`config.mk`:
```
export PLATFORM = sky130hd
export DESIGN_NAME = modular_exponentiation
export DESIGN_NICKNAME = d
export VERILOG_FILES = /design/src/sv/mexp_pkg.sv /design/src/sv/mexp_mulmod.sv /design/src/sv/mexp_datapath.sv /design/src/sv/mexp_ctrl.sv /design/src/sv/modular_exponentiation.sv
export VERILOG_INCLUDE_DIRS = /design/src /design/src/sv
export SDC_FILE = /design/constraint.sdc
export NUM_CORES = 1
export LEC_CHECK = 0
export BUFFER_PORTS_ARGS = -buffer_cell sky130_fd_sc_hd__buf_2
export CELL_PAD_IN_SITES_DETAIL_PLACEMENT = 1
export CELL_PAD_IN_SITES_GLOBAL_PLACEMENT = 1
export CORE_AREA = 2 2 239 218
export DETAILED_ROUTE_END_ITERATION = 16
export DIE_AREA = 0 0 241 220
export PLACE_DENSITY = 0.75
export RECOVER_POWER = 100
export SLEW_MARGIN = 30
export SYNTH_ARGS = -nofsm -noshare
export SYNTH_HDL_FRONTEND = slang
export SYNTH_SLANG_ARGS = --single-unit
```
`constraint.sdc`:
```
create_clock -name aclk -period 8.5 [get_ports aclk]
set_input_delay 1.275 -clock aclk [delete_from_list [all_inputs] [get_ports aclk]]
set_output_delay 1.275 -clock aclk [all_outputs]
set_load 0.01 [all_outputs]
```
`src/sv/modular_exponentiation_defines.svh`:
```
// Assertion macros for the modular exponentiation block
`ifndef MODULAR_EXPONENTIATION_DEFINES_SVH
`define MODULAR_EXPONENTIATION_DEFINES_SVH

// Check cons in the same cycle as ante
`define MEXP_ASSERT_NOW(label, clk, rstn, ante, cons, msg) \
    label: assert property (@(posedge clk) disable iff (!(rstn)) (ante) |-> (cons)) \
        else $error(msg);

// Check cons in the cycle after ante
`define MEXP_ASSERT_NEXT(label, clk, rstn, ante, cons, msg) \
    label: assert property (@(posedge clk) disable iff (!(rstn)) (ante) |=> (cons)) \
        else $error(msg);

`endif

```
`src/sv/mexp_pkg.sv`:
```
// Shared constants, codes and types of the modular exponentiation block
package mexp_pkg;

    localparam int DATA_W        = 32;
    localparam int WIDTH_DEFAULT = 32;
    localparam int CFG_INDEX_W   = 8;

    localparam logic [CFG_INDEX_W-1:0] REG_MODULUS  = CFG_INDEX_W'(0);
    localparam logic [CFG_INDEX_W-1:0] REG_EXPONENT = CFG_INDEX_W'(1);

    typedef enum logic [2:0] {
        ST_IDLE,
        ST_REDUCE,
        ST_CHECK,
        ST_MUL_ACC,
        ST_SQUARE,
        ST_FINISH
    } mexp_state_t;

    typedef enum logic [1:0] {
        MSEL_REDUCE,
        MSEL_ACC,
        MSEL_SQUARE
    } mexp_msel_t;

    typedef struct packed {
        logic       load;
        logic       mul_start;
        mexp_msel_t mul_sel;
        logic       wr_power;
        logic       wr_acc;
        logic       shift_exp;
        logic       load_out;
    } mexp_cmd_t;

    typedef struct packed {
        logic mul_done;
        logic mul_busy;
        logic exp_zero;
        logic exp_lsb;
    } mexp_sts_t;

endpackage

```
`src/sv/mexp_mulmod.sv`:
```
// Shift-add modular multiplier, one multiplier bit per cycle
module mexp_mulmod #(
    parameter int WIDTH = 32
) (
    input  logic             aclk,
    input  logic             aresetn,
    input  logic             start,
    input  logic [WIDTH-1:0] a,
    input  logic [WIDTH-1:0] b,
    input  logic [WIDTH-1:0] modulus,
    output logic             done,
    output logic             busy,
    output logic [WIDTH-1:0] prod
);

    localparam int CNT_W = $clog2(WIDTH + 1);

    logic [WIDTH-1:0] a_reg;
    logic [WIDTH-1:0] b_reg;
    logic [WIDTH-1:0] r_reg;
    logic [CNT_W-1:0] cnt_reg;
    logic             busy_reg;
    logic             done_reg;

    logic [WIDTH+1:0] n_ext;
    logic [WIDTH+1:0] dbl;
    logic [WIDTH+1:0] red1;
    logic [WIDTH+1:0] sum;
    logic [WIDTH+1:0] red2;

    // zero modulus stands for 2^WIDTH
    assign n_ext = {1'b0, (modulus == '0), modulus};
    assign dbl   = {1'b0, r_reg, 1'b0};
    assign red1  = (dbl >= n_ext) ? (dbl - n_ext) : dbl;
    assign sum   = red1 + (b_reg[WIDTH-1] ? {2'b00, a_reg} : '0);
    assign red2  = (sum >= n_ext) ? (sum - n_ext) : sum;

    always_ff @(posedge aclk) begin
        if (!aresetn) begin
            busy_reg <= 1'b0;
            done_reg <= 1'b0;
            cnt_reg  <= '0;
        end else begin
            done_reg <= 1'b0;
            if (start) begin
                busy_reg <= 1'b1;
                cnt_reg  <= CNT_W'(WIDTH);
            end else if (busy_reg) begin
                cnt_reg <= cnt_reg - CNT_W'(1);
                if (cnt_reg == CNT_W'(1)) begin
                    busy_reg <= 1'b0;
                    done_reg <= 1'b1;
                end
            end
        end
    end

    always_ff @(posedge aclk) begin
        if (start) begin
            a_reg <= a;
            b_reg <= b;
            r_reg <= '0;
        end else if (busy_reg) begin
            b_reg <= {b_reg[WIDTH-2:0], 1'b0};
            r_reg <= red2[WIDTH-1:0];
        end
    end

    assign done = done_reg;
    assign busy = busy_reg;
    assign prod = r_reg;

endmodule

```
`src/sv/mexp_datapath.sv`:
```
// Operand registers, exponent shifter and result register around the multiplier
module mexp_datapath #(
    parameter int WIDTH = 32
) (
    input  logic                aclk,
    input  logic                aresetn,
    input  mexp_pkg::mexp_cmd_t cmd,
    output mexp_pkg::mexp_sts_t sts,
    input  logic [WIDTH-1:0]    base_value,
    input  logic [WIDTH-1:0]    modulus,
    input  logic [WIDTH-1:0]    exponent,
    output logic [WIDTH-1:0]    result
);
    import mexp_pkg::*;

    logic [WIDTH-1:0] power_reg;
    logic [WIDTH-1:0] acc_reg;
    logic [WIDTH-1:0] exp_reg;
    logic [WIDTH-1:0] res_reg;

    logic [WIDTH-1:0] mul_a;
    logic [WIDTH-1:0] mul_b;
    logic [WIDTH-1:0] mul_prod;
    logic             mul_done;
    logic             mul_busy;

    always_comb begin
        unique case (cmd.mul_sel)
            MSEL_REDUCE: begin
                mul_a = WIDTH'(1);
                mul_b = base_value;
            end
            MSEL_ACC: begin
                mul_a = power_reg;
                mul_b = acc_reg;
            end
            MSEL_SQUARE: begin
                mul_a = power_reg;
                mul_b = power_reg;
            end
            default: begin
                mul_a = power_reg;
                mul_b = power_reg;
            end
        endcase
    end

    mexp_mulmod #(
        .WIDTH(WIDTH)
    ) u_mulmod (
        .aclk   (aclk),
        .aresetn(aresetn),
        .start  (cmd.mul_start),
        .a      (mul_a),
        .b      (mul_b),
        .modulus(modulus),
        .done   (mul_done),
        .busy   (mul_busy),
        .prod   (mul_prod)
    );

    always_ff @(posedge aclk) begin
        if (cmd.load) begin
            acc_reg <= WIDTH'(1);
            exp_reg <= exponent;
        end else begin
            if (cmd.wr_acc) begin
                acc_reg <= mul_prod;
            end
            if (cmd.shift_exp) begin
                exp_reg <= exp_reg >> 1;
            end
        end
        if (cmd.wr_power) begin
            power_reg <= mul_prod;
        end
        if (cmd.load_out) begin
            res_reg <= acc_reg;
        end
    end

    assign sts.mul_done = mul_done;
    assign sts.mul_busy = mul_busy;
    assign sts.exp_zero = (exp_reg == '0);
    assign sts.exp_lsb  = exp_reg[0];
    assign result       = res_reg;

endmodule

```
`src/sv/mexp_ctrl.sv`:
```
// Sequencer for the square-and-multiply loop and the result handshake
module mexp_ctrl (
    input  logic                aclk,
    input  logic                aresetn,
    input  logic                s_valid,
    output logic                s_ready,
    output logic                m_valid,
    input  logic                m_ready,
    input  mexp_pkg::mexp_sts_t sts,
    output mexp_pkg::mexp_cmd_t cmd
);
    import mexp_pkg::*;

    mexp_state_t state_reg;
    mexp_state_t state_next;
    logic        m_valid_reg;
    logic        m_valid_next;

    always_ff @(posedge aclk) begin
        if (!aresetn) begin
            state_reg   <= ST_IDLE;
            m_valid_reg <= 1'b0;
        end else begin
            state_reg   <= state_next;
            m_valid_reg <= m_valid_next;
        end
    end

    always_comb begin
        state_next  = state_reg;
        cmd         = '0;
        cmd.mul_sel = MSEL_SQUARE;
        s_ready     = 1'b0;
        unique case (state_reg)
            ST_IDLE: begin
                s_ready = 1'b1;
                if (s_valid) begin
                    cmd.load      = 1'b1;
                    cmd.mul_start = 1'b1;
                    cmd.mul_sel   = MSEL_REDUCE;
                    state_next    = ST_REDUCE;
                end
            end
            ST_REDUCE: begin
                if (sts.mul_done) begin
                    cmd.wr_power = 1'b1;
                    state_next   = ST_CHECK;
                end
            end
            ST_CHECK: begin
                if (sts.exp_zero) begin
                    state_next = ST_FINISH;
                end else if (sts.exp_lsb) begin
                    cmd.mul_start = 1'b1;
                    cmd.mul_sel   = MSEL_ACC;
                    state_next    = ST_MUL_ACC;
                end else begin
                    cmd.mul_start = 1'b1;
                    state_next    = ST_SQUARE;
                end
            end
            ST_MUL_ACC: begin
                if (sts.mul_done) begin
                    cmd.wr_acc    = 1'b1;
                    cmd.mul_start = 1'b1;
                    state_next    = ST_SQUARE;
                end
            end
            ST_SQUARE: begin
                if (sts.mul_done) begin
                    cmd.wr_power  = 1'b1;
                    cmd.shift_exp = 1'b1;
                    state_next    = ST_CHECK;
                end
            end
            ST_FINISH: begin
                // hold until the output register is free
                if (!m_valid_reg || m_ready) begin
                    cmd.load_out = 1'b1;
                    state_next   = ST_IDLE;
                end
            end
            default: begin
                state_next = ST_IDLE;
            end
        endcase
    end

    always_comb begin
        if (cmd.load_out) begin
            m_valid_next = 1'b1;
        end else if (m_ready) begin
            m_valid_next = 1'b0;
        end else begin
            m_valid_next = m_valid_reg;
        end
    end

    assign m_valid = m_valid_reg;

endmodule

```
`src/sv/modular_exponentiation.sv`:
```
// Top level of the modular exponentiation block: configuration and assembly
//
//  channel  direction  handshake            payload
//  s_       in         s_valid / s_ready    s_base_value
//  m_       out        m_valid / m_ready    m_power_result
//  cfg_     in         cfg_wr_en            cfg_index, cfg_wr_data
//
// One word at a time on a shared shift-add multiplier. An accepted word is first
// reduced by the modulus; then each exponent bit up to the highest set one takes a
// square, preceded by a multiply into the accumulator for each set bit. s_ready
// rises with m_valid. Synchronous active-low reset; modulus and exponent reset to 1.
// A finished word waits in the output register while the next word is taken; the
// one after holds until m_ready frees the register.
module modular_exponentiation #(
    parameter int WIDTH = mexp_pkg::WIDTH_DEFAULT
) (
    input  logic                              aclk,
    input  logic                              aresetn,
    input  logic                              cfg_wr_en,
    input  logic [mexp_pkg::CFG_INDEX_W-1:0] cfg_index,
    input  logic [mexp_pkg::DATA_W-1:0]      cfg_wr_data,
    input  logic                              s_valid,
    output logic                              s_ready,
    input  logic [mexp_pkg::DATA_W-1:0]      s_base_value,
    output logic                              m_valid,
    input  logic                              m_ready,
    output logic [mexp_pkg::DATA_W-1:0]      m_power_result
);
    import mexp_pkg::*;

    `include "modular_exponentiation_defines.svh"

    logic [WIDTH-1:0] modulus_reg;
    logic [WIDTH-1:0] exponent_reg;
    logic [WIDTH-1:0] result;
    mexp_cmd_t        cmd;
    mexp_sts_t        sts;

    always_ff @(posedge aclk) begin
        if (!aresetn) begin
            modulus_reg  <= WIDTH'(1);
            exponent_reg <= WIDTH'(1);
        end else if (cfg_wr_en) begin
            unique case (cfg_index)
                REG_MODULUS:  modulus_reg  <= cfg_wr_data[WIDTH-1:0];
                REG_EXPONENT: exponent_reg <= cfg_wr_data[WIDTH-1:0];
                default: begin
                    // drop writes beyond the register list
                end
            endcase
        end
    end

    mexp_ctrl u_ctrl (
        .aclk   (aclk),
        .aresetn(aresetn),
        .s_valid(s_valid),
        .s_ready(s_ready),
        .m_valid(m_valid),
        .m_ready(m_ready),
        .sts    (sts),
        .cmd    (cmd)
    );

    mexp_datapath #(
        .WIDTH(WIDTH)
    ) u_datapath (
        .aclk      (aclk),
        .aresetn   (aresetn),
        .cmd       (cmd),
        .sts       (sts),
        .base_value(s_base_value[WIDTH-1:0]),
        .modulus   (modulus_reg),
        .exponent  (exponent_reg),
        .result    (result)
    );

    assign m_power_result = DATA_W'(result);

    `MEXP_ASSERT_NEXT(a_busy, aclk, aresetn, s_valid && s_ready, !s_ready, "ready after accept")
    `MEXP_ASSERT_NOW(a_valid_rise, aclk, aresetn, $rose(m_valid), !$past(s_ready), "stray result")
    `MEXP_ASSERT_NOW(a_mul_free, aclk, aresetn, cmd.mul_start, !sts.mul_busy, "start while busy")
    `MEXP_ASSERT_NOW(a_hold_out, aclk, aresetn, cmd.load_out, !m_valid || m_ready, "overwrite")

endmodule
```
Yosys cells after proc, flatten, opt, wreduce, memory -nomap -nowiden
Index checks and enable logic that the tools add are counted.
{ "totals": {"regBits": 300, "input_bits": 77, "output_inout_bits": 34, "elab_cells": 87} }
{ "op_classes": {"addsub": 4, "n_lt_le_gt_ge": 2, "eq_ne": 12, "n_mux": 36, "bitwise": 2, "n_reduce_logical": 16} }
{ "op_table": {"columns": ["operator", "count"], "rows": [
  ["32-bit 2-to-1 mux", 6],
  ["32-bit zero test", 2],
  ["32-bit case mux with 2 select lines", 1],
  ["34-bit by 32-bit adder with 34-bit output", 1],
  ["34-bit by 33-bit >= comparator with 1-bit output", 1],
  ["34-bit 2-to-1 mux", 1],
  ["33-bit by 33-bit subtractor with 34-bit output", 1],
  ["33-bit >= comparator", 1],
  ["32-bit subtractor", 1],
  ["3-bit 2-to-1 mux", 7],
  ["3-bit case mux with 5 select lines", 1],
  ["1-bit 2-to-1 mux", 14],
  ["6-bit 2-to-1 mux", 2],
  ["8-bit by 1-bit == test with 1-bit output, second input constant", 1],
  ["8-bit zero test", 1],
  ["3-bit by 2-bit == test with 1-bit output, second input constant", 2],
  ["3-bit == test, second input constant", 2],
  ["6-bit by 1-bit == test with 1-bit output, second input constant", 1],
  ["2-bit by 1-bit inequality test with 1-bit output, second input constant", 3],
  ["2-bit nonzero test", 3],
  ["6-bit by 1-bit subtractor with 6-bit output, second input constant", 1],
  ["4-bit 2-to-1 mux", 1],
  ["2-bit case mux with 2 select lines", 1],
  ["2-bit AND reduction", 2],
  ["13 further kinds", 15]
]} }

Depth between registers and ports, before layout
Gate-level depths: netlist (run 1).
{ "depth": {"word_depth": 6, "mapped_depth": 39, "depth_no_buf": 35} }

Modules after synthesis
Synthesis (run 1) repeated with hierarchy kept, for this count alone.
{ "unflattened": {"cells_unflattened": 1847, "area_unflattened_um2": 18188.7} }
{ "modules_own_cells": {"columns": ["mod", "n_inst", "cells_each", "area_per_inst_um2", "seq_area_each_um2"], "rows": [
  ["mexp_mulmod", 1, 1161, 9838.2, 2722.6],
  ["mexp_datapath", 1, 393, 5497.8, 3523.4],
  ["modular_exponentiation", 1, 247, 2473.6, 1281.2],
  ["mexp_ctrl", 1, 46, 379.1, 80.1]
]} }

Worst setup path before layout (run 1)
OpenSTA, ideal clock, no wires.
{ "synth_timing": {"path_kind": "register to register", "startpoint": "reg modulus_reg[11]", "endpoint": "reg u_datapath.u_mulmod.r_reg[2], in the netlist u_datapath.u_mulmod.prod[2]", "setup_ns": 0.192, "t_arrival_ns": 7.722, "t_required_ns": 8.308, "setup_slack_ns": 0.585, "stages_incl_launch_ff": 38, "synth_period_minus_slack_ns": 7.915, "cell_sequence": "dfxtp_1 > inv_1 > ha_1 > and4_4 > and3_1 > o21bai_1 > and4bb_1 > nand2_1 > o41ai_4 > clkbuf_1 > nand2_1 > o21ai_0 > ha_1 > nor2b_1 > o31a_1 > or4_1 > a31oi_1 > o21ai_0 > [... 2 more ...] > a21oi_1 > xnor2_1 > ha_1 > clkbuf_1 > a21oi_1 > a21oi_1 > a211oi_1 > o21ai_0 > a2111oi_0 > nor2_1 > a311oi_1 > or4b_1 > buf_2 > and2_1 > clkbuf_1 > buf_4 > o211ai_1 > a21oi_1"} }
{ "synth_via": {"elab_chain_len": 6, "elab_cells_between_ends": 8, "cone_classes": "add/sub: 3; order compare: 2; mux: 2; reduce/logical: 1"} }
{ "synth_lines": {"columns": ["element", "line_no", "source"], "rows": [
  ["start: declaration", "modular_exponentiation.sv:33", "logic [WIDTH-1:0] modulus_reg;"],
  ["start signal: assignment", "modular_exponentiation.sv:45", "REG_MODULUS: modulus_reg <= cfg_wr_data[WIDTH-1:0];"],
  ["32-bit zero test", "mexp_mulmod.sv:32", "assign n_ext = {1'b0, (modulus == '0), modulus};"],
  ["33-bit by 33-bit subtractor with 34-bit output / 33-bit >= comparator (equally long branches)", "mexp_mulmod.sv:34", "assign red1 = (dbl >= n_ext) ? (dbl - n_ext) : dbl;"],
  ["34-bit 2-to-1 mux", "mexp_mulmod.sv:34", null],
  ["34-bit by 32-bit adder with 34-bit output", "mexp_mulmod.sv:35", "assign sum = red1 + (b_reg[WIDTH-1] ? {2'b00, a_reg} : '0);"],
  ["34-bit by 33-bit >= comparator with 1-bit output / 32-bit subtractor (equally long branches)", "mexp_mulmod.sv:36", "assign red2 = (sum >= n_ext) ? (sum - n_ext) : sum;"],
  ["32-bit 2-to-1 mux (*)", "mexp_mulmod.sv:36", null],
  ["end signal: assignment", "mexp_mulmod.sv:65", "r_reg <= red2[WIDTH-1:0];"],
  ["end: declaration", "mexp_mulmod.sv:20", "logic [WIDTH-1:0] r_reg;"]
]} }
Every way passes the cells marked *; elsewhere a longest branch is shown, timed or not.
A chain may end at the register's enable or synchronous reset.

Worst setup path after layout (run 1)
{ "layout_timing": {"startpoint": "reg modulus_reg[26]", "endpoint": "reg u_datapath.u_mulmod.r_reg[12], in the netlist u_datapath.u_mulmod.prod[12]"} }
The elaborated chain is that of the path after synthesis.

==> results.txt, run 1 <==
----------------------------------------------------
[Status]
  Status ... finished with violations
  Failing checks ... capacitance limit, slew limit

[Global routing]
  Vias in the first global route ... 15.76k
  Total global routing overflow ... 0
  Global Route Usage Sum ... 21.44%
  Largest net degree at the start of global routing ... 95
  First-pass GRT wire length ... 89.02 mm
  Antenna violations before repair ... 0

[Clocking]
  Post-cts hold buffer count ... 0
  Clk Latency, worst-skew pair ... 0.55 ns
  Clock transition at the registers of the reported paths ... 0.07 ns
  Clk sinks ... 300
  Library cell used as clock root buffer ... clkbuf_16
  Maximum level of the CTS H-tree ... 2
  Total CTS buffers ... 35
  Number of buffers between clock root and the deepest sink ... 3
  Clock tree from TritonCTS ... built

[Detailed routing]
  Total DRC errors in the routed layout ... 0
  Antenna-violating nets left ... 0
  Routed length per placed instance ... 19.68 µm
  DRT Pass-1 Iters ... 7
  WL final ... 57.16 mm
  Vias after detailed routing ... 15.31k
  DRT iter0 DRCs ... 868
  Post-DR vias/cell ... 5.272

[Floorplan]
  Top-Level Pins ... 111
  Number of placement rows ... 79
  Die outline height ... 220 µm
  Core footprint ... 50810 µm²
  Die W ... 241 µm
  Die Area ... 53020 µm²
  Starting Density ... 34.46%

[Yosys]
  Post-synth EDFFs ... 160
  Largest cells by area after synthesis ... edfxtp_1 27%, dfxtp_1 16%, nand2_1 8.9%, ha_1 7.1%, a21oi_1 4.1%
  Share of the synthesized area in the top cell type ... 27.44%
  Post-synthesis cell type count ... 70
  Biggest area consumer among synthesized cells ... edfxtp_1
  Synth Flop Type ... edfxtp_1
  Total standard cell area after synthesis ... 17510 µm²
  FFs w/ async S/R, synth ... 0%
  Sequential cell area fraction in the yosys report ... 43.45%
  Number of instances in the synthesized netlist ... 1983
  Mean post-synth cell area ... 8.829 µm²
  Net Count, Synth ... 2163
  Synthesized flop and latch total ... 300
  Number of warnings issued by yosys ... 0

[Layout]
  Filler cell count ... 6058
  Share of final-layout standard cells stronger than drive strength 1 ... 13.09%
  Post-layout nets ... 2369
  Multi-input logic area ... 9387 µm²
  Most frequent standard cell in the layout excluding fill and tap cells ... nand2_1
  Core utilization of the finished layout ... 41.04%
  Total non-filler cell area in the finished layout ... 20850 µm²
  Highest-count cells in the layout ignoring fill and taps ... 416 x nand2_1, 160 x edfxtp_1, 143 x a21oi_1
  Register area ... 7610 µm²
  # diodes ... 0
  Cell Count, Final, Fillers Out ... 2904
  Relative area change from synthesis to final layout ... 19.09%

[Timing]
  Tcrit/Tclk final ... 95.52%
  Actual transition at the worst max-transition pin ... 4.677 ns
  Number of setup violations in the final report ... 0
  TNS Setup ... 0 ns
  Count of endpoints failing hold in the final timing report ... 0
  Slew margin rel. ... -211.8%
  Timing-limited maximum frequency ... 123.2 MHz
  Clock Skew ... 0.02861 ns
  Post-layout min period ... 8.119 ns
  Final count of pins violating max slew ... 469

[Worst setup path]
  Top cell by count, worst path ... a21oi_1
  Biggest cell delay along the critical path ... 0.48 ns
  Sort of element at the end of the critical path ... flop
  Worst r2r path cells ... 34
  Startpoint type of the worst setup path ... flop
  Slowest cell on the critical path ... or4b_1
  Maximum fanout along the worst path ... 30
  Worst Path Class, Setup ... flop to flop
  CP Data Required Time ... 8.90 ns
  Crit path DAT ... 8.51 ns

[Placed design]
  Number of I/O port buffers ... 110
  Final weighted congestion in routability-driven placement ... 0.9503
  HPWL reported at the end of detailed placement ... 43.23 mm
  Placed Cells ... 2837
  Placed cell area ... 19780 µm²

[Min path]
  Worst hold path cell count ... 0
  Worst min-delay path category ... flop to flop

[Flow run]
  Maxcap violations ... 9

----------------------------------------------------
==> kinds of logic (layout without fill, tap and decap cells) <==
kind of cell,Yosys count,after routing,share of synthesized area (%)
compound gates,511,511,18.45
mux,50,50,2.859
buf+inv,173,406,3.802
simple gates,758,758,19.55
fa+ha+maj,103,103,7.489
xor+xnor,88,88,4.402
flops,300,300,43.45
==> final cells by class <==
| cell class | instances | area share, % |
|---|---|---|
| inverters | 76 | 1.374 |
| clock inverters | 20 | 0.8101 |
| clock buffers | 44 | 4.561 |
| flip-flops and latches | 300 | 36.50 |
| multi-input cells | 1510 | 45.02 |
| repair buffers | 266 | 7.609 |
| well taps | 688 | 4.129 |
==> per-layer routing <==
metal	wire (µm)	vias up	track usage [%]
met1	28310	7474	31.18
met3	2601	62	3.082
met2	25250	313	33.63
met5	0	-	0
met4	991	0	4.609
li1	-	7460	-
==> timing repair <==
| action | 4_1_cts | 5_1_grt |
|---|---|---|
| resized for setup | 1 | 29 |
| setup buffers | 0 | 3 |
| endpoints found under the setup margin | 2 | 32 |
| cloned | 0 | 0 |
| pin swaps | 0 | 4 |
==> cell usage after synthesis, drive strengths merged, types with 4 or more instances <==
cell     instances
buf             11
o21bai          18
o311ai           4
or4              4
o31ai            7
o2111ai          5
ha             100
inv             76
o21a            13
a21boi          69
edfxtp         160
and3            11
nor4            26
nand3           38
o211ai          13
a21oi          145
nand2b          17
xnor2           62
or2              6
o22ai            4
dfxtp          140
nor2           104
a211oi          16
nand2          417
nand4           22
a21o            32
nor2b           11
xor2            26
clkbuf          86
mux2i           50
nor3            17
and2            69
o21ai          112
a31oi           43
==> metrics by stage <==
stage,worst slack [ns],hold WS [ns]
final,0.3811,0.4574
after detailed placement,0.01715,0.4435
after CTS,0.1019,0.4497
after global routing,-0.1579,0.4678
after floorplan,0.5855,0.4298
after global placement,0.2719,0.4397
==> worst max-delay path, delay by kind of cell, from the launching register on <==
| family | cells | cell delay, ns |
|---|---|---|
| AOI/OAI and AO/OA | 16 | 3.14 |
| xor gates and xnor gates | 1 | 0.30 |
| adders and majority gates | 3 | 0.95 |
| buffers and inverters | 5 | 0.86 |
| DFF | 1 | 0.43 |
| muxes | 1 | 0.20 |
| and+or+nand+nor | 8 | 2.06 |
==> worst paths after layout <==
| path | start | end | slack [ns] |
|---|---|---|---|
| worst max-delay path | modulus_reg[26]$_SDFFE_PN0P_ | u_datapath.u_mulmod.prod[12]$_SDFFE_PP0P_ | 0.38 |
| worst min-delay path | u_datapath.acc_reg[18]$_SDFFE_PP0P_ | u_datapath.result[18]$_DFFE_PP_ | 0.46 |
| worst max register to register | modulus_reg[26]$_SDFFE_PN0P_ | u_datapath.u_mulmod.prod[12]$_SDFFE_PP0P_ | 0.38 |
| worst min register to register | u_datapath.acc_reg[18]$_SDFFE_PP0P_ | u_datapath.result[18]$_DFFE_PP_ | 0.46 |
Power of run 1 is left out: the tool's default activity adds up to more than one toggle a clock period on the data nets, which glitch-free logic cannot reach.
==> inputs of run 2 (changes only) <==
--- a/config.mk
+++ b/config.mk
@@ -7,12 +7,10 @@
 export NUM_CORES = 1
 export LEC_CHECK = 0
 export BUFFER_PORTS_ARGS = -buffer_cell sky130_fd_sc_hd__buf_2
-export CELL_PAD_IN_SITES_DETAIL_PLACEMENT = 1
-export CELL_PAD_IN_SITES_GLOBAL_PLACEMENT = 1
 export CORE_AREA = 2 2 239 218
 export DETAILED_ROUTE_END_ITERATION = 16
 export DIE_AREA = 0 0 241 220
-export PLACE_DENSITY = 0.75
+export PLACE_DENSITY = 0.62
 export RECOVER_POWER = 100
 export SLEW_MARGIN = 30
 export SYNTH_ARGS = -nofsm -noshare
==> run 2 against run 1 <==
The run still ends with capacitance limit, slew limit left. Sequential share of layout area about the same. Sequential cell count unchanged. Final cell count increased by 0.55%. Routed wire length decreased by 10%. Via count decreased by 1.3%. Worst setup slack improved by 0.079 ns. Final area about the same. Critical path type unchanged. Largest cell class unchanged.
==> results.txt, run 2 (synthesis gave the netlist of run 1 again) <==
----------------------------------------------------
[Min path]
  Worst min-delay path category ... flop to flop
  Worst hold path cell count ... 0
  Worst Hold Launch ... u_datapath.acc_reg[15]$_SDFFE_PP0P_

[Placed design]
  Number of I/O port buffers ... 110
  Final weighted congestion in routability-driven placement ... 0.9190
  HPWL reported at the end of detailed placement ... 39.19 mm
  Placed Cells ... 2858

[Clocking]
  Number of buffers between clock root and the deepest sink ... 3
  Post-cts hold buffer count ... 0
  Maximum level of the CTS H-tree ... 2
  Clock tree from TritonCTS ... built
  Library cell used as clock root buffer ... clkbuf_16
  Total CTS buffers ... 35
  Clk sinks ... 300
  Clock transition at the registers of the reported paths ... 0.06 ns
  Clk Latency, worst-skew pair ... 0.54 ns

[Layout]
  Highest-count cells in the layout ignoring fill and taps ... 416 x nand2_1, 160 x edfxtp_1, 145 x a21oi_1
  Post-layout nets ... 2387
  Share of final-layout standard cells stronger than drive strength 1 ... 13.13%
  Filler cell count ... 5138
  # diodes ... 0
  Relative area change from synthesis to final layout ... 19.06%
  Cell Count, Final, Fillers Out ... 2920
  Most frequent standard cell in the layout excluding fill and tap cells ... nand2_1
  Core utilization of the finished layout ... 41.03%

[Worst setup path]
  Biggest cell delay along the critical path ... 0.47 ns
  Crit. Startpoint ... modulus_reg[2]$_SDFFE_PN0P_
  Maximum fanout along the worst path ... 29
  Startpoint type of the worst setup path ... flop
  Worst R2R Start ... modulus_reg[2]$_SDFFE_PN0P_
  Slowest cell on the critical path ... or4b_1
  Worst Path Class, Setup ... flop to flop
  Capture point of the worst path ... u_datapath.u_mulmod.prod[24]$_SDFFE_PP0P_
  Worst R2R Setup Slack ... 0.46 ns
  Sort of element at the end of the critical path ... flop
  Worst r2r path cells ... 37
  CP Data Required Time ... 8.91 ns
  Top cell by count, worst path ... ha_1
  Crit path DAT ... 8.45 ns
  Critical register-to-register path endpoint ... u_datapath.u_mulmod.prod[24]$_SDFFE_PP0P_

[Floorplan]
  Core footprint ... 50810 µm²
  Top-Level Pins ... 111
  Die W ... 241 µm
  Die outline height ... 220 µm
  Number of placement rows ... 79
  Starting Density ... 34.46%
  Die Area ... 53020 µm²

[Detailed routing]
  Antenna-violating nets left ... 0
  WL final ... 51.25 mm
  Vias after detailed routing ... 15.11k
  DRT Pass-1 Iters ... 5
  Post-DR vias/cell ... 5.175
  Routed length per placed instance ... 17.55 µm
  DRT iter0 DRCs ... 1084
  Total DRC errors in the routed layout ... 0

[Timing]
  Post-layout min period ... 8.040 ns
  Unrepaired setup endpoints after global routing ... no
  Count of endpoints failing hold in the final timing report ... 0
  Clock Skew ... 0.03843 ns
  Slew margin rel. ... -123.2%
  Number of setup violations in the final report ... 0
  Timing-limited maximum frequency ... 124.4 MHz
  Actual transition at the worst max-transition pin ... 3.348 ns
  Tcrit/Tclk final ... 94.59%
  Final count of pins violating max slew ... 481
  TNS Setup ... 0 ns

[Global routing]
  GR Util met1 ... 28.95%
  Total global routing overflow ... 0
  Largest net degree at the start of global routing ... 73
  Met2 Resource Use GR ... 29.26%
  Global Route Usage Sum ... 19.38%
  Antenna violations before repair ... 1
  First-pass GRT wire length ... 81.05 mm
  Vias in the first global route ... 14.69k
  Met3 usage in global routing ... 2.869%
  Most crowded layer after global routing ... met2

[Flow run]
  Maxcap violations ... 10

[Status]
  Failing checks ... capacitance limit, slew limit
  Status ... finished with violations

----------------------------------------------------
## run 2: stage by stage
step | area (µm²) | setup slack (ns) | hold slack (ns)
2_1_floorplan | 17510 | 0.5855 | 0.4298
3_5_place_dp | 19940 | 0.1493 | 0.4432
5_1_grt | 20850 | 0.003901 | 0.4704
6_report | 20850 | 0.4601 | 0.4492
4_1_cts | 20980 | 0.1422 | 0.4428
3_3_place_gp | 19910 | 0.3593 | 0.4416
## run 2: cell type report
class / instances / area (µm²) / area share [%]
multi-input combinational: 1510 / 9331 / 44.77
sequential: 300 / 7610 / 36.51
timing repair buffer: 284 / 1718 / 8.241
clock buffer: 53 / 983.4 / 4.718
tap: 688 / 860.8 / 4.130
inverter: 76 / 286.5 / 1.375
clock inverter: 9 / 55.05 / 0.2641
## run 2: worst min path at each step
stage	to	slack (ns)
after global placement	u_datapath.result[13]$_DFFE_PP_	0.44
after floorplan	u_datapath.result[10]$_DFFE_PP_	0.43
after global routing	u_datapath.result[15]$_DFFE_PP_	0.47
final	u_datapath.result[15]$_DFFE_PP_	0.45
after CTS	u_datapath.result[15]$_DFFE_PP_	0.44
after detailed placement	u_datapath.result[19]$_DFFE_PP_	0.44
## run 2: timing repair
item	4_1_cts	5_1_grt
endpoints found under the setup margin	0	32
setup buffers	0	0
resized for setup	0	22
## run 2: critical path, delay by kind of cell (launching register included)
kind	cells	cell delay, ns
fa+ha+maj	3	0.87
xor+xnor	1	0.22
buf+inv	6	0.95
simple gates	9	1.74
compound gates	18	3.69
flops	1	0.39
## run 2: routing by layer
metal	vias to the layer above	wire length, µm
li1	7501	-
met1	7171	25950
met2	387	21530
met3	52	2884
met4	0	880
met5	-	0
Power of run 2 is left out for the same reason.
==> inputs of run 3 (changes only) <==
--- a/config.mk
+++ b/config.mk
@@ -10,7 +10,8 @@
 export CORE_AREA = 2 2 239 218
 export DETAILED_ROUTE_END_ITERATION = 16
 export DIE_AREA = 0 0 241 220
-export PLACE_DENSITY = 0.62
+export MAX_ROUTING_LAYER = met4
+export PLACE_DENSITY = 0.6
 export RECOVER_POWER = 100
 export SLEW_MARGIN = 30
 export SYNTH_ARGS = -nofsm -noshare
==> constraint.sdc (replaced) <==
create_clock -name aclk -period 9.2 [get_ports aclk]
set_input_delay 1.38 -clock aclk [delete_from_list [all_inputs] [get_ports aclk]]
set_output_delay 1.38 -clock aclk [all_outputs]
set_load 0.01 [all_outputs]
==> run 3 against run 2 <==
Final area is 3.6% lower. Critical path depth shrank 4. The flow still finishes with violations (capacitance limit, slew limit). Maximum frequency decreased by 7.4%. Utilization is 1.5 points lower. Sequential cell count stayed put. Routed wire length up 3.7%. Clock skew up 0.00061 ns. Worst hold slack worse by 0.0056 ns. Non-clock buffer count is 122 lower. Worst setup slack better by 0.058 ns.
==> results.txt, run 3 (synthesis gave the netlist of run 1 again) <==
----------------------------------------------------
[Timing]
  Slew margin rel. ... -153.5%
  TNS Setup ... 0 ns
  Number of setup violations in the final report ... 0
  Post-layout min period ... 8.681 ns
  Worst Hold Slack ... 0.4436 ns
  Count of endpoints failing hold in the final timing report ... 0
  Tcrit/Tclk final ... 94.36%
  Clock Skew ... 0.03905 ns
  Actual transition at the worst max-transition pin ... 3.802 ns
  Unrepaired setup endpoints after global routing ... no
  Timing-limited maximum frequency ... 115.2 MHz
  Minimum setup slack in the final design ... 0.5185 ns
  Final count of pins violating max slew ... 416

[Global routing]
  Vias in the first global route ... 13.90k
  Largest net degree at the start of global routing ... 81
  Total global routing overflow ... 0
  First-pass GRT wire length ... 81.46 mm
  Antenna violations before repair ... 0
  Global Route Usage Sum ... 20.45%

[Detailed routing]
  Antenna-violating nets left ... 0
  DRT iter0 DRCs ... 1145
  WL final ... 53.17 mm
  Post-DR vias/cell ... 5.316
  Routed length per placed instance ... 19.01 µm
  Total DRC errors in the routed layout ... 0
  DRT Pass-1 Iters ... 5
  Vias after detailed routing ... 14.87k

[Layout]
  Filler cell count ... 5182
  # diodes ... 0
  Highest-count cells in the layout ignoring fill and taps ... 416 x nand2_1, 160 x edfxtp_1, 144 x a21oi_1
  Relative area change from synthesis to final layout ... 14.72%
  Most frequent standard cell in the layout excluding fill and tap cells ... nand2_1
  Share of final-layout standard cells stronger than drive strength 1 ... 8.819%
  Post-layout nets ... 2265

[Worst setup path]
  Slowest cell on the critical path ... or4b_1
  Crit. Startpoint ... modulus_reg[25]$_SDFFE_PN0P_
  Worst R2R Start ... modulus_reg[25]$_SDFFE_PN0P_
  CP Data Required Time ... 9.64 ns
  Sort of element at the end of the critical path ... flop
  Maximum fanout along the worst path ... 30
  Worst Path Class, Setup ... flop to flop
  Biggest cell delay along the critical path ... 0.56 ns
  Startpoint type of the worst setup path ... flop
  Crit path DAT ... 9.12 ns

[Clocking]
  Clk sinks ... 300
  Clk Latency, worst-skew pair ... 0.56 ns
  Clock transition at the registers of the reported paths ... 0.06 ns
  Number of buffers between clock root and the deepest sink ... 3
  Post-cts hold buffer count ... 0
  Clock tree from TritonCTS ... built
  Total CTS buffers ... 35
  Library cell used as clock root buffer ... clkbuf_16
  Maximum level of the CTS H-tree ... 2

[Floorplan]
  Top-Level Pins ... 111
  Number of placement rows ... 79
  Die Area ... 53020 µm²
  Die outline height ... 220 µm
  Starting Density ... 34.46%
  Die W ... 241 µm
  Core footprint ... 50810 µm²

[Placed design]
  Pre-CTS setup slack ... 0.1881 ns
  Final weighted congestion in routability-driven placement ... 0.9420
  Number of I/O port buffers ... 110
  HPWL reported at the end of detailed placement ... 40.19 mm

[Min path]
  Worst Hold Launch ... u_datapath.acc_reg[26]$_SDFFE_PP0P_
  Worst min-delay path category ... flop to flop

[Flow run]
  Maxcap violations ... 8

[Status]
  Status ... finished with violations
  Failing checks ... capacitance limit, slew limit

----------------------------------------------------
[run 3: changes by cell type in the layout (fill, tap and decap cells not counted), moves of 3 or more]
cell	previous run	this run
buf_4	133	27
clkinv_2	2	5
clkinv_1	4	0
bufinv_16	0	5
a31oi_1	43	40
clkbuf_1	85	62
o21ai_0	107	110
a31oi_2	0	3
[run 3: worst max-delay path: cells and delay by family (launching register included)]
kind | cells | cell delay, ns
flip-flops | 1 | 0.49
adder cells (fa/ha/maj) | 3 | 1.10
AO/OA/AOI/OAI | 16 | 3.81
XOR/XNOR | 1 | 0.23
buffers and inverters | 3 | 0.66
AND/OR/NAND/NOR | 10 | 2.30
[run 3: path summary, 6_finish.rpt]
path / endpoint / slack (ns) / depth (start not counted)
setup / recovery: u_datapath.u_mulmod.prod[24]$_SDFFE_PP0P_ / 0.52 / 33
hold / removal: u_datapath.result[26]$_DFFE_PP_ / 0.44 / 0
setup reg to reg: u_datapath.u_mulmod.prod[24]$_SDFFE_PP0P_ / 0.52 / 33
hold reg to reg: u_datapath.result[26]$_DFFE_PP_ / 0.44 / 0
[run 3: final cells by class]
cell class | instances | area [µm²] | area share, %
Clock inverter | 15 | 234.0 | 1.165
Tap cell | 688 | 860.8 | 4.286
Sequential cell | 300 | 7610 | 37.89
Timing Repair Buffer | 162 | 863.3 | 4.298
Inverter | 76 | 286.5 | 1.427
Clock buffer | 46 | 947.2 | 4.716
Multi-Input combinational cell | 1510 | 9284 | 46.22
[run 3: metrics by stage]
stage	std cells	util [%]	area [µm²]
4_1_cts	2794	39.72	20180
2_1_floorplan	1983	-	17510
6_report	2797	39.53	20090
3_5_place_dp	2733	37.40	19000
5_1_grt	2797	39.53	20090
3_3_place_gp	2732	37.34	18970
[run 3: timing repair]
action                                  in CTS  in global routing
endpoints found under the setup margin       0                 32
buffers inserted                             0                  1
gates resized for setup                      0                  9
hold endpoints to repair                     0                  0
[run 3: routing by layer]
metal / vias up / GRT usage [%] / wire (µm)
met4: 0 / 4.588 / 915
met3: 55 / 2.656 / 3442
li1: 7244 / - / -
met5: - / - / 0
met2: 427 / 29.12 / 22100
met1: 7143 / 30.58 / 26710
Power of run 3 is left out for the same reason.
